--- src/urb_pkg.sv ---
// Shared package for the UART ring buffer block.
// Holds operation codes, the byte width and the queue control and status types.
// No dependencies.
package urb_pkg;

	localparam int unsigned BYTE_W = 8;

	// Operation codes carried on func. The fourth code means nothing and is a no-op.
	localparam logic [1:0] FUNC_WRITE   = 2'd0;
	localparam logic [1:0] FUNC_READ    = 2'd1;
	localparam logic [1:0] FUNC_SERVICE = 2'd2;

	typedef logic [BYTE_W-1:0] byte_t;

	// Per-cycle command to one queue: at most one of push or pop is set.
	typedef struct packed {
		logic push;
		logic pop;
	} queue_ctl_t;

	typedef struct packed {
		logic full;
		logic empty;
	} queue_sts_t;

endpackage

--- src/urb_cell.sv ---
// One storage cell of a shifting queue: holds one byte.
// Depends on urb_pkg for the byte type.
module urb_cell
	import urb_pkg::*;
(
	input  logic  clk,
	input  logic  shift,
	input  logic  load,
	input  byte_t load_data,
	input  byte_t next_data,
	output byte_t data
);

	byte_t data_q;

	// A pop moves every byte one place toward the head; a push lands in the
	// first free cell only. The two never happen together on one queue.
	always_ff @(posedge clk) begin
		if (shift) begin
			data_q <= next_data;
		end else if (load) begin
			data_q <= load_data;
		end
	end

	assign data = data_q;

endmodule

--- src/urb_queue.sv ---
// Byte queue built as a row of urb_cell cells with the head in cell zero.
// Depends on urb_pkg and urb_cell.
module urb_queue
	import urb_pkg::*;
#(
	parameter int unsigned DEPTH = 64,
	localparam int unsigned CW   = $clog2(DEPTH + 1)
) (
	input  logic          clk,
	input  logic          arst_n,
	input  queue_ctl_t    ctl,
	input  byte_t         push_data,
	output byte_t         head_data,
	output logic [CW-1:0] count,
	output queue_sts_t    sts
);

	logic [CW-1:0] count_q;
	byte_t         cell_data [DEPTH];

	for (genvar i = 0; i < DEPTH; i++) begin : g_cell
		byte_t nbr;
		if (i == DEPTH - 1) begin : g_tail
			assign nbr = '0;
		end else begin : g_mid
			assign nbr = cell_data[i+1];
		end
		urb_cell u_cell (
			.clk       (clk),
			.shift     (ctl.pop),
			.load      (ctl.push && (count_q == CW'(i))),
			.load_data (push_data),
			.next_data (nbr),
			.data      (cell_data[i])
		);
	end

	always_ff @(posedge clk or negedge arst_n) begin
		if (!arst_n) begin
			count_q <= '0;
		end else if (ctl.push) begin
			count_q <= count_q + CW'(1);
		end else if (ctl.pop) begin
			count_q <= count_q - CW'(1);
		end
	end

	assign head_data = cell_data[0];
	assign count     = count_q;
	assign sts.full  = (count_q == CW'(DEPTH));
	assign sts.empty = (count_q == '0);

endmodule

--- src/uart_tx_rx_ring_buffers.sv ---
// Top level: transmit and receive byte queues between software and a serial port.
// Depends on urb_pkg and urb_queue.
//
//  channel   handshake                  fields
//  --------  -------------------------  ------------------------------------------
//  command   start, busy                func, tx_byte, port_ready, rx_arrived, rx_byte
//  result    result_valid (one cycle)   status, read_data, send_valid, send_byte,
//                                       rx_count
//
// A command is transferred at a rising edge with start high and busy low. busy is
// always low: each queue is a row of cells that shifts or loads in place, so a
// command can be transferred every cycle. Its result is shown in the next cycle,
// one cycle long, marked by result_valid; the receiver cannot stall it.
// Reset (arst_n low) empties both queues; the cell contents are not cleared and are
// never read before they are written.
module uart_tx_rx_ring_buffers
	import urb_pkg::*;
#(
	parameter int unsigned QUEUE_DEPTH = 64,
	localparam int unsigned CW         = $clog2(QUEUE_DEPTH + 1)
) (
	input  logic          clk,
	input  logic          arst_n,
	input  logic          start,
	output logic          busy,
	input  logic [1:0]    func,
	input  logic [7:0]    tx_byte,
	input  logic          port_ready,
	input  logic          rx_arrived,
	input  logic [7:0]    rx_byte,
	output logic          result_valid,
	output logic          status,
	output logic [7:0]    read_data,
	output logic          send_valid,
	output logic [7:0]    send_byte,
	output logic [CW-1:0] rx_count
);

	logic          accept;
	queue_ctl_t    tx_ctl, rx_ctl;
	queue_sts_t    tx_sts, rx_sts;
	byte_t         tx_head, rx_head;
	logic [CW-1:0] tx_cnt, rx_cnt;

	logic  result_valid_q;
	logic  status_q;
	byte_t read_data_q;
	logic  send_valid_q;
	byte_t send_byte_q;

	assign busy   = 1'b0;
	assign accept = start && !busy;

	// Command decode. Write fills the transmit tail unless it is full; read takes
	// the receive head unless it is empty; service may do one transmit pop and one
	// receive push in the same cycle, since the two queues are independent.
	always_comb begin
		tx_ctl.push = accept && (func == FUNC_WRITE) && !tx_sts.full;
		tx_ctl.pop  = accept && (func == FUNC_SERVICE) && port_ready && !tx_sts.empty;
		rx_ctl.pop  = accept && (func == FUNC_READ) && !rx_sts.empty;
		rx_ctl.push = accept && (func == FUNC_SERVICE) && rx_arrived && !rx_sts.full;
	end

	urb_queue #(.DEPTH(QUEUE_DEPTH)) u_tx_queue (
		.clk       (clk),
		.arst_n    (arst_n),
		.ctl       (tx_ctl),
		.push_data (tx_byte),
		.head_data (tx_head),
		.count     (tx_cnt),
		.sts       (tx_sts)
	);

	urb_queue #(.DEPTH(QUEUE_DEPTH)) u_rx_queue (
		.clk       (clk),
		.arst_n    (arst_n),
		.ctl       (rx_ctl),
		.push_data (rx_byte),
		.head_data (rx_head),
		.count     (rx_cnt),
		.sts       (rx_sts)
	);

	always_ff @(posedge clk or negedge arst_n) begin
		if (!arst_n) begin
			result_valid_q <= 1'b0;
		end else begin
			result_valid_q <= accept;
		end
	end

	// Result payload. Fields that mean nothing for the operation read as zero.
	always_ff @(posedge clk) begin
		if (accept) begin
			status_q     <= ((func == FUNC_WRITE) && tx_sts.full) ||
			                ((func == FUNC_READ) && rx_sts.empty);
			read_data_q  <= rx_ctl.pop ? rx_head : '0;
			send_valid_q <= tx_ctl.pop;
			send_byte_q  <= tx_ctl.pop ? tx_head : '0;
		end
	end

	assign result_valid = result_valid_q;
	assign status       = status_q;
	assign read_data    = read_data_q;
	assign send_valid   = send_valid_q;
	assign send_byte    = send_byte_q;
	// The receive count changes only at the edge that transfers a command, so during
	// the result cycle it is the count after that command.
	assign rx_count     = rx_cnt;

	// Every transferred command yields exactly one result in the next cycle.
	a_one_result: assert property (@(posedge clk) disable iff (!arst_n)
		accept |=> result_valid)
		else $error("result missing after a command transfer");

	a_rx_bound: assert property (@(posedge clk) disable iff (!arst_n)
		(rx_cnt <= CW'(QUEUE_DEPTH)) && (tx_cnt <= CW'(QUEUE_DEPTH)))
		else $error("queue count beyond depth");

	a_rx_push_count: assert property (@(posedge clk) disable iff (!arst_n)
		rx_ctl.push |=> (rx_cnt == $past(rx_cnt) + CW'(1)))
		else $error("receive count did not follow a push");

	// The payload holds its last value between results, so only a marked result
	// cycle is checked.
	a_send_in_result: assert property (@(posedge clk) disable iff (!arst_n)
		(result_valid && send_valid) |-> !status)
		else $error("send in a result that reports a failure");

endmodule

--- config.mk ---
export PLATFORM = sky130hd
export DESIGN_NAME = uart_tx_rx_ring_buffers
export DESIGN_NICKNAME = d
export VERILOG_FILES = /design/src/urb_pkg.sv /design/src/urb_cell.sv /design/src/urb_queue.sv /design/src/uart_tx_rx_ring_buffers.sv
export SDC_FILE = /design/constraint.sdc
export NUM_CORES = 1
export LEC_CHECK = 0
export BUFFER_PORTS_ARGS = -buffer_cell sky130_fd_sc_hd__buf_2
export CORE_ASPECT_RATIO = 0.75
export CORE_MARGIN = 4
export CORE_UTILIZATION = 50
export CTS_BUF_LIST = sky130_fd_sc_hd__clkbuf_16
export CTS_CLUSTER_DIAMETER = 30
export DETAILED_ROUTE_END_ITERATION = 16
export HOLD_SLACK_MARGIN = 0.12
export PLACE_DENSITY = 0.7
export SYNTH_ARGS = -nofsm -noshare
export SYNTH_HDL_FRONTEND = slang
export SYNTH_SLANG_ARGS = --single-unit
--- constraint.sdc ---
create_clock -name clk -period 3.6 [get_ports clk]
set_clock_uncertainty 0.1 [all_clocks]
set_input_delay 0.36 -clock clk [delete_from_list [all_inputs] [get_ports clk]]
set_output_delay 0.36 -clock clk [all_outputs]
set_load 0.01 [all_outputs]
== Yosys cells after proc, flatten, opt, wreduce, memory -nomap -nowiden ==
Index checks and enable logic that the tools add are counted.
Operators by class
  add/subtract/negate cells: 4
  equal/unequal tests: 130
  mux-type cells: 256
  reductions and logical operators: 275
Operator list (number)
  $mux 8: 252
  $eq 7x6->1 const B: 64
  $reduce_bool 2->1: 128
  $eq 7x5->1 const B: 32
  $logic_and 1x1->1: 139
  $eq 7x4->1 const B: 16
  $eq 7x3->1 const B: 8
  $eq 7x2->1 const B: 4
  $mux 7: 4
  $add 7x1->7 const B: 2
  $eq 7x1->1 const B: 2
  $eq 7x7->1 const B: 2
  $logic_not 7->1: 2
  $sub 7x1->7 const B: 2
  $logic_not 1->1: 4
  $eq 2x1->1 const B: 1
  $eq 2x2->1 const B: 1
  $logic_not 2->1: 1
  $logic_or 1x1->1: 1
Word-level totals
  bits in registers: 1057
  output and inout bits: 27
  word-level logic and storage cells: 800

== Logic depth before layout (Yosys ltp) ==
Gate-level depths: netlist of the first run.
  word-level depth: 7
  gate-level depth with buffers: 10
  depth with buffers taken out: 7

== By module ==
Synthesis of the first run repeated with hierarchy kept, for this count alone.
Second synthesis, totals
  cells, all modules: 2655
  area, all modules: 51025.2 um^2
Modules (own cells, without submodules)
  urb_cell: times used 128, cells each 18, area an instance 377.9 um^2
  urb_queue at u_tx_queue: times used 1, cells each 150, area an instance 923.4 um^2
  urb_queue at u_rx_queue: times used 1, cells each 147, area an instance 913.4 um^2
  uart_tx_rx_ring_buffers: times used 1, cells each 54, area an instance 822.0 um^2

== Worst setup path before layout of the first run ==
No wires, ideal clock.
  path kind: reg-to-reg
  start: register u_rx_queue.count_q[0], in the netlist u_rx_queue.count[0]
  end: register u_rx_queue.g_cell[0].u_cell.data_q[0], enable pin
  arrival time: 2228 ps
  data required time: 3143 ps
  slack: 915 ps
  cell stages (with the launch flop): 10
  cell sequence: dfrtp_1 inv_1 ha_1 clkbuf_1 nor2b_1 a31o_2 buf_2 buf_2 clkbuf_1 o21ai_0
Between the ends
  word-level cells in the longest chain between the ends: 5
  elaborated cells on any way between the ends: 8
RTL lines
  from (decl): RTL line urb_queue.sv:18  | logic [CW-1:0] count_q;
  from (signal assigned): RTL line urb_queue.sv:42  | count_q <= count_q + CW'(1);
  from (signal assigned): RTL line urb_queue.sv:44  | count_q <= count_q - CW'(1);
  $eq 7x7->1: RTL line urb_queue.sv:50  | assign sts.full = (count_q == CW'(DEPTH));
  $logic_not 1->1: RTL line uart_tx_rx_ring_buffers.sv:61  | rx_ctl.push = accept && (func == FUNC_SERVICE) && rx_arrived && !rx_sts.full;
  $logic_and 1x1->1: RTL line uart_tx_rx_ring_buffers.sv:61
  $logic_and 1x1->1: RTL line urb_queue.sv:31  | .load (ctl.push && (count_q == CW'(i))),
  $reduce_bool 2->1 (no line) *
  to (signal assigned): RTL line urb_cell.sv:20  | data_q <= next_data;
  to (signal assigned): RTL line urb_cell.sv:22  | data_q <= load_data;
  to (decl): RTL line urb_cell.sv:14  | byte_t data_q;
Mark *: on every way between the ends. The rest lies on a longest branch, timed or not.
A chain may end at the register's enable or synchronous reset.

== Final worst setup path of the first run ==
  start: register u_rx_queue.count_q[0], in the netlist u_rx_queue.count[0]
  end: register u_rx_queue.g_cell[7].u_cell.data_q[0], enable pin
Between the ends
  word-level cells in the longest chain between the ends: 5
  elaborated cells on any way between the ends: 9
RTL lines (RTL line)
  $eq 7x7->1: urb_queue.sv:50
  $logic_not 1->1: uart_tx_rx_ring_buffers.sv:61
  $logic_and 1x1->1: uart_tx_rx_ring_buffers.sv:61
  $logic_and 1x1->1: urb_queue.sv:31
  $reduce_bool 2->1 (no line) *
  to (signal assigned): urb_cell.sv:20
  to (signal assigned): urb_cell.sv:22
  to (decl): urb_cell.sv:14
Marked as above.

==> results of run 1 <==
repair_timing:
item,in CTS,in global routing
setup endpoints to repair,0,0
hold buffers,17,0
setup buffers,0,0
hold endpoints to repair,114,0
power groups by stage:
stage	Combinational [W]	Clock [W]	Sequential [W]
after CTS	0.00249	0.0155	0.0146
after floorplan	0.00176	0	0.0147
after detailed placement	0.00245	0	0.0148
after global routing	0.00277	0.0161	0.0146
final	0.00250	0.0152	0.0146
after global placement	0.00240	0	0.0148
state kept, by name, summed over array words and instances, names as in the netlist:
name                           cells
u_rx_queue.g_cell.u_cell.data    512
u_tx_queue.g_cell.u_cell.data    512
read_data                          8
send_byte                          8
u_rx_queue.count                   7
u_tx_queue.count                   7
result_valid                       1
send_valid                         1
status                             1
per-layer routing:
metal | GRT usage [%] | wire length [um] | part of all wire (%) | vias up
li1 | - | - | - | 11500
met1 | 28.4 | 40000 | 46 | 12300
met2 | 27.2 | 36800 | 43 | 838
met3 | 5.58 | 7320 | 8.5 | 156
met4 | 5.95 | 1770 | 2.1 | 2
met5 | 0.733 | 69 | 0.080 | -
cells by family (layout without fill, tap and decap cells):
kind of cell / count (synthesis) / in the layout
other cells: 1 / 4
simple gates: 1146 / 1146
buf+inv: 269 / 522
flops: 1057 / 1057
fa+ha+maj: 9 / 9
compound gates: 678 / 678
xor+xnor: 10 / 10
worst paths after layout:
check                                                startpoint                                    to  slack (ps)  depth (start not counted)
min in group asynchronous                                arst_n                   u_rx_queue.count[0]         780                          3
max reg2reg                                 u_rx_queue.count[0]   u_rx_queue.g_cell[7].u_cell.data[0]         440                          6
min reg2reg                u_rx_queue.g_cell[63].u_cell.data[7]  u_rx_queue.g_cell[63].u_cell.data[7]         370                          2
min                                                     func[0]                                status         180                          3
max in group asynchronous                                arst_n                   u_tx_queue.count[3]        1990                          3
max                                         u_rx_queue.count[0]   u_rx_queue.g_cell[7].u_cell.data[0]         440                          6
cell usage in the layout, fill, tap and decap left out, types with 15 or more instances in the layout:
cell and n:
and2_1 18, dfxtp_1 16, bufinv_16 18, buf_4 142, inv_1 16, o21ai_0 143, clkinv_2 16, nand3_1 24
dlygate4sd3_1 17, clkbuf_16 157, edfxtp_1 1026, dfrtp_1 15, buf_12 20, a21o_1 504, buf_2 49, clkinv_1 16
inv_6 21, nand2_1 1044, clkinv_4 21
layout make-up:
class	count	area (sq um)	share of cell area (%)
flip-flops and latches	1057	31500	63.3
clock buffers	157	3930	7.90
well taps	1128	1410	2.84
multi-input cells	1844	9530	19.2
diodes	3	7.51	0.0151
repair buffers	228	1880	3.78
clock inverters	131	1450	2.92
inverters	6	30.0	0.0604
per-stage QoR:
stage          power (W)  std cells  setup WS [ps]  util (%)  hold WS (ps)
3_3_place_gp      0.0172       4245            443      52.4           258
6_report          0.0323       4554            444      59.0           182
3_5_place_dp      0.0173       4245            461      52.4           259
2_1_floorplan     0.0165       3170            915         -         -35.6
4_1_cts           0.0326       4550            446      59.0           138
5_1_grt           0.0335       4551            249      59.0           153
critical path: stages (launching register included):
cell and delay [ps]:
dfrtp_1 470, inv_1 130, ha_1 310, nor2b_1 420
a31o_4 520, buf_4 340, o21ai_0 430
==> metrics.yaml, run 1 <==
floorplan:
  num_io_pins: 50
  core-area_sq_um: 84300
  die_x_um: 345
  initial_core_util_pct: 50.6
  row_count: 92
  dieArea_sq_um: 90100
  chipHeight_um: 261
layout:
  finalNetCount: 3323
  syn_to_final_growth_pct: 16.6
  stdcell_area_sq_um: 49700
  fill_cells: 6417
  drive_above_1_share_pct: 14.5
sta:
  drv_slew: 0
  max_freq_mhz: 317
  final.setup.tns_ps: 0
  rsz0062_at_grt: "no"
  maxSlewHeadroom_pct: 19.9
  fin_crit_sh_pct: 87.7
  final_hold_viol_count: 0
  period_minus_slack_ps: 3160
  finalSetupViolations: 0
  tightest_slew_ps: 1190
pwr:
  peakVddDrop_uv: 403
  p_per_area_nw_per_um2: 650
  p_seq_share_pct: 45.1
  p_leak_nw: 20.4
  p_int_w: 0.0245
  p_comb_share_pct: 7.7
  p_sw_w: 0.00780
  clockPowerShare_pct: 47.1
  switching_share_pct: 24.1
clock_network:
  ctsLongestPathBuffers: 3
  clkLatencyLatePin_ps: 720
  cts_buffers: 154
  cts_tree: "done"
  ctsResizeCount: 0
  clockRootBuffer: "clkbuf_16"
  clkTransAtPathRegs_ps: 60
  htree_num_levels: 4
  cts.sinks: 1057
detailed_routing:
  postRouteAntennaNets: 0
  wl_um: 86000
  dr.pass1.iters: 9
  wl_per_cell_um: 18.9
  initialDrtViolationCount: 2740
  via_count: 24800
  drc: 0
  vias_per_cell: 5.44
logic_synthesis:
  synth_top_area_share_pct: 72.2
  synthXorXnorAreaFrac_pct: 0.205
  synthArstFlopShare_pct: 1.42
  synth_compound_area_share_pct: 11.0
  synth_top_family_by_area: "compound AO/OA/AOI/OAI gates"
  synthTopCellsByArea: "edfxtp_1 (72%), nand2_1 (9.3%), a21o_1 (8.9%)"
  ys_top_cells_by_count: "nand2_1 (1,052), edfxtp_1 (1,026), a21o_1 (504), o21ai_0 (143), clkbuf_1 (102)"
  synth_area_sq_um: 42600
  syn_inst: 3170
  synth_edf_count: 1026
  ys_seq_area_share_pct: 73.9
  muxShareOfSynthArea_pct: 0
  yosysWarnings: 0
  ys_ff_latch: 1057
  syn_area_per_cell_sq_um: 13.5
  synth_fa_ha_area_share_pct: 0.264
  yosys.area.top_type: "edfxtp_1"
  synth.net_count: 3202
  synth.most_common_cell: "nand2_1"
  synth_top_flop_cell: "edfxtp_1"
  synth-simple-area-share_pct: 10.6
  synthDistinctLibCells: 49
flow_run:
  max_cap_violations: 0
global_routing:
  grt_max_degree: 189
  grt_overflow: 0
  grtUsageTotal_pct: 19.1
  grt_pass1_vias: 24300
  grt_antenna_before_repair: 1
  grt_pass1_wl_um: 137000
critical_path:
  worstPathArrival_ps: 3360
  critPathMaxFanout: 27
  required_ps: 3810
  end_kind: "flip-flop"
  critPathKind: "flip-flop to flip-flop"
  cp-start-kind: "flip-flop"
run_status:
  status: "completed"
place:
  place.gp.congestion: 0.889
  placed_cell_area_sq_um: 44200
  dp_hpwl_um: 51400
  port_buffers: 48
hold_path:
  min_path_type: "input pin to flip-flop"
(Power assumes the default switching activity.)
==> run 2, diff against run 1 <==
CTS_CLUSTER_DIAMETER = default   (was 30)
PLACE_DENSITY = 0.66   (was 0.7)
==> metrics.yaml, run 2 (same netlist as run 1, synthesis figures left out) <==
critical_path:
  end_kind: "flip-flop"
  cp_slowest_cell: "o21ai_0"
  critPathKind: "flip-flop to flip-flop"
  r2r_cells: 6
  required_ps: 3770
  cp-start-kind: "flip-flop"
  rr_startpoint: "u_tx_queue.count[0]"
  reg2reg_slack_ps: 250
  cp_cell_sequence: "inv_1 > ha_1 > a31oi_1 > buf_4 > nand3_1 > o21ai_0"
  rr_endpoint: "u_tx_queue.g_cell[25].u_cell.data[6]"
  max_stage_delay_ps: 940
  worstPathArrival_ps: 3520
  critPathMaxFanout: 8
global_routing:
  grt_max_degree: 200
  grt_pass1_vias: 23900
  grtUsageTotal_pct: 18.7
  grt_overflow: 0
  grt_antenna_before_repair: 6
  grt_pass1_wl_um: 135000
clock_network:
  ctsLongestPathBuffers: 3
  cts.sinks: 1057
  clkTransAtPathRegs_ps: 70
  cts_buffers: 99
  htree_num_levels: 3
  cts_setup_buffers: 0
  ctsResizeCount: 0
  cts_hold_buf: 10
  cts_tree: "done"
  clkLatencyLatePin_ps: 660
  clockRootBuffer: "clkbuf_16"
hold_path:
  hp-start: "rx_byte[1]"
  hold_end: "u_rx_queue.g_cell[10].u_cell.data[1]"
  min_path_type: "input pin to flip-flop"
  whs_path_depth: 4
floorplan:
  chipHeight_um: 261
  die_x_um: 345
  row_count: 92
  initial_core_util_pct: 50.6
  dieArea_sq_um: 90100
  num_io_pins: 50
  core-area_sq_um: 84300
pwr:
  p_int_w: 0.0212
  p_seq_share_pct: 52.6
  p_sw_w: 0.00653
  peakVddDrop_uv: 423
  finalPower_w: 0.0277
  p_leak_nw: 19.2
  switching_share_pct: 23.6
  clockPowerShare_pct: 38.4
  p_comb_share_pct: 9.0
  p_per_area_nw_per_um2: 585
detailed_routing:
  vias_per_cell: 5.51
  drc: 0
  initialDrtViolationCount: 2508
  dr.pass1.iters: 8
  postRouteAntennaNets: 0
  wl_um: 84500
  wl_per_cell_um: 19.1
  via_count: 24300
sta:
  tightest_slew_ps: 1310
  period_minus_slack_ps: 3350
  max_freq_mhz: 298
  drv_slew: 0
  final.setup.tns_ps: 0
  maxSlewHeadroom_pct: 11.7
  fin_crit_sh_pct: 93.1
  finalSetupViolations: 0
  whs_ps: 160
  final_hold_viol_count: 0
  rsz0062_at_grt: "no"
place:
  dp_hpwl_um: 48900
  place.gp.congestion: 0.807
  port_buffers: 48
layout:
  layout_commonest_cell: "nand2_1"
  fill_cells: 6692
  drive_above_1_share_pct: 10.6
  syn_to_final_growth_pct: 10.9
  layout_common_cells: "nand2_1 (1,044), edfxtp_1 (1,026), a21o_1 (504)"
  finalNetCount: 3233
  final_core_util_pct: 56.1
flow_run:
  max_cap_violations: 0
run_status:
  status: "completed"
==> run 2: worst max-delay path by stage <==
stage                        start                                    to  slack (ps)  cells after the start
6_report       u_tx_queue.count[0]  u_tx_queue.g_cell[25].u_cell.data[6]         250                      6
5_1_grt        u_tx_queue.count[0]  u_tx_queue.g_cell[25].u_cell.data[7]          20                      6
4_1_cts        u_tx_queue.count[0]  u_tx_queue.g_cell[25].u_cell.data[6]         270                      6
3_5_place_dp                 start  u_tx_queue.g_cell[25].u_cell.data[4]         190                      6
3_3_place_gp                 start  u_tx_queue.g_cell[25].u_cell.data[3]         220                      6
2_1_floorplan  u_rx_queue.count[0]   u_rx_queue.g_cell[0].u_cell.data[0]         910                      9
==> run 2: power groups by stage <==
stage | Combinational (W) | Clock (W) | Sequential [W]
2_1_floorplan | 0.00176 | 0 | 0.0147
3_3_place_gp | 0.00237 | 0 | 0.0148
3_5_place_dp | 0.00246 | 0 | 0.0148
4_1_cts | 0.00249 | 0.0108 | 0.0146
5_1_grt | 0.00276 | 0.0113 | 0.0146
6_report | 0.00250 | 0.0106 | 0.0146
==> run 2: layout make-up <==
cell class	instances	area (sq um)	area share, %
Timing Repair Buffer	193	1590	3.36
Sequential cell	1057	31500	66.6
Inverter	6	30.0	0.0635
Clock buffer	101	2530	5.34
Antenna cell	2	5.00	0.0106
Multi-Input combinational cell	1844	9470	20.0
Tap cell	1128	1410	2.98
Clock inverter	82	767	1.62
==> run 2: metrics by stage <==
step | std cells | setup WS [ps] | cell area (sq um)
floorplan | 3170 | 915 | 42600
global placement | 4218 | 221 | 43900
detailed placement | 4218 | 186 | 43900
CTS | 4411 | 274 | 47300
global route | 4412 | 15.9 | 47300
finish | 4413 | 248 | 47300
==> run 2: worst max-delay path: cells and delay by family (launching register included) <==
| kind | cells | cell delay [ps] |
|---|---|---|
| AND/OR/NAND/NOR | 1 | 240 |
| adder cells (fa/ha/maj) | 1 | 320 |
| flip-flops | 1 | 480 |
| buffers and inverters | 2 | 370 |
| AO/OA/AOI/OAI | 2 | 1420 |
==> run 2: metal layers <==
layer,vias to the layer above,routed length [um],GRT usage [%]
met4,0,1850,4.95
li1,11200,-,-
met2,760,35700,27.0
met3,136,6310,4.44
met5,-,0,0
met1,12200,40600,28.7
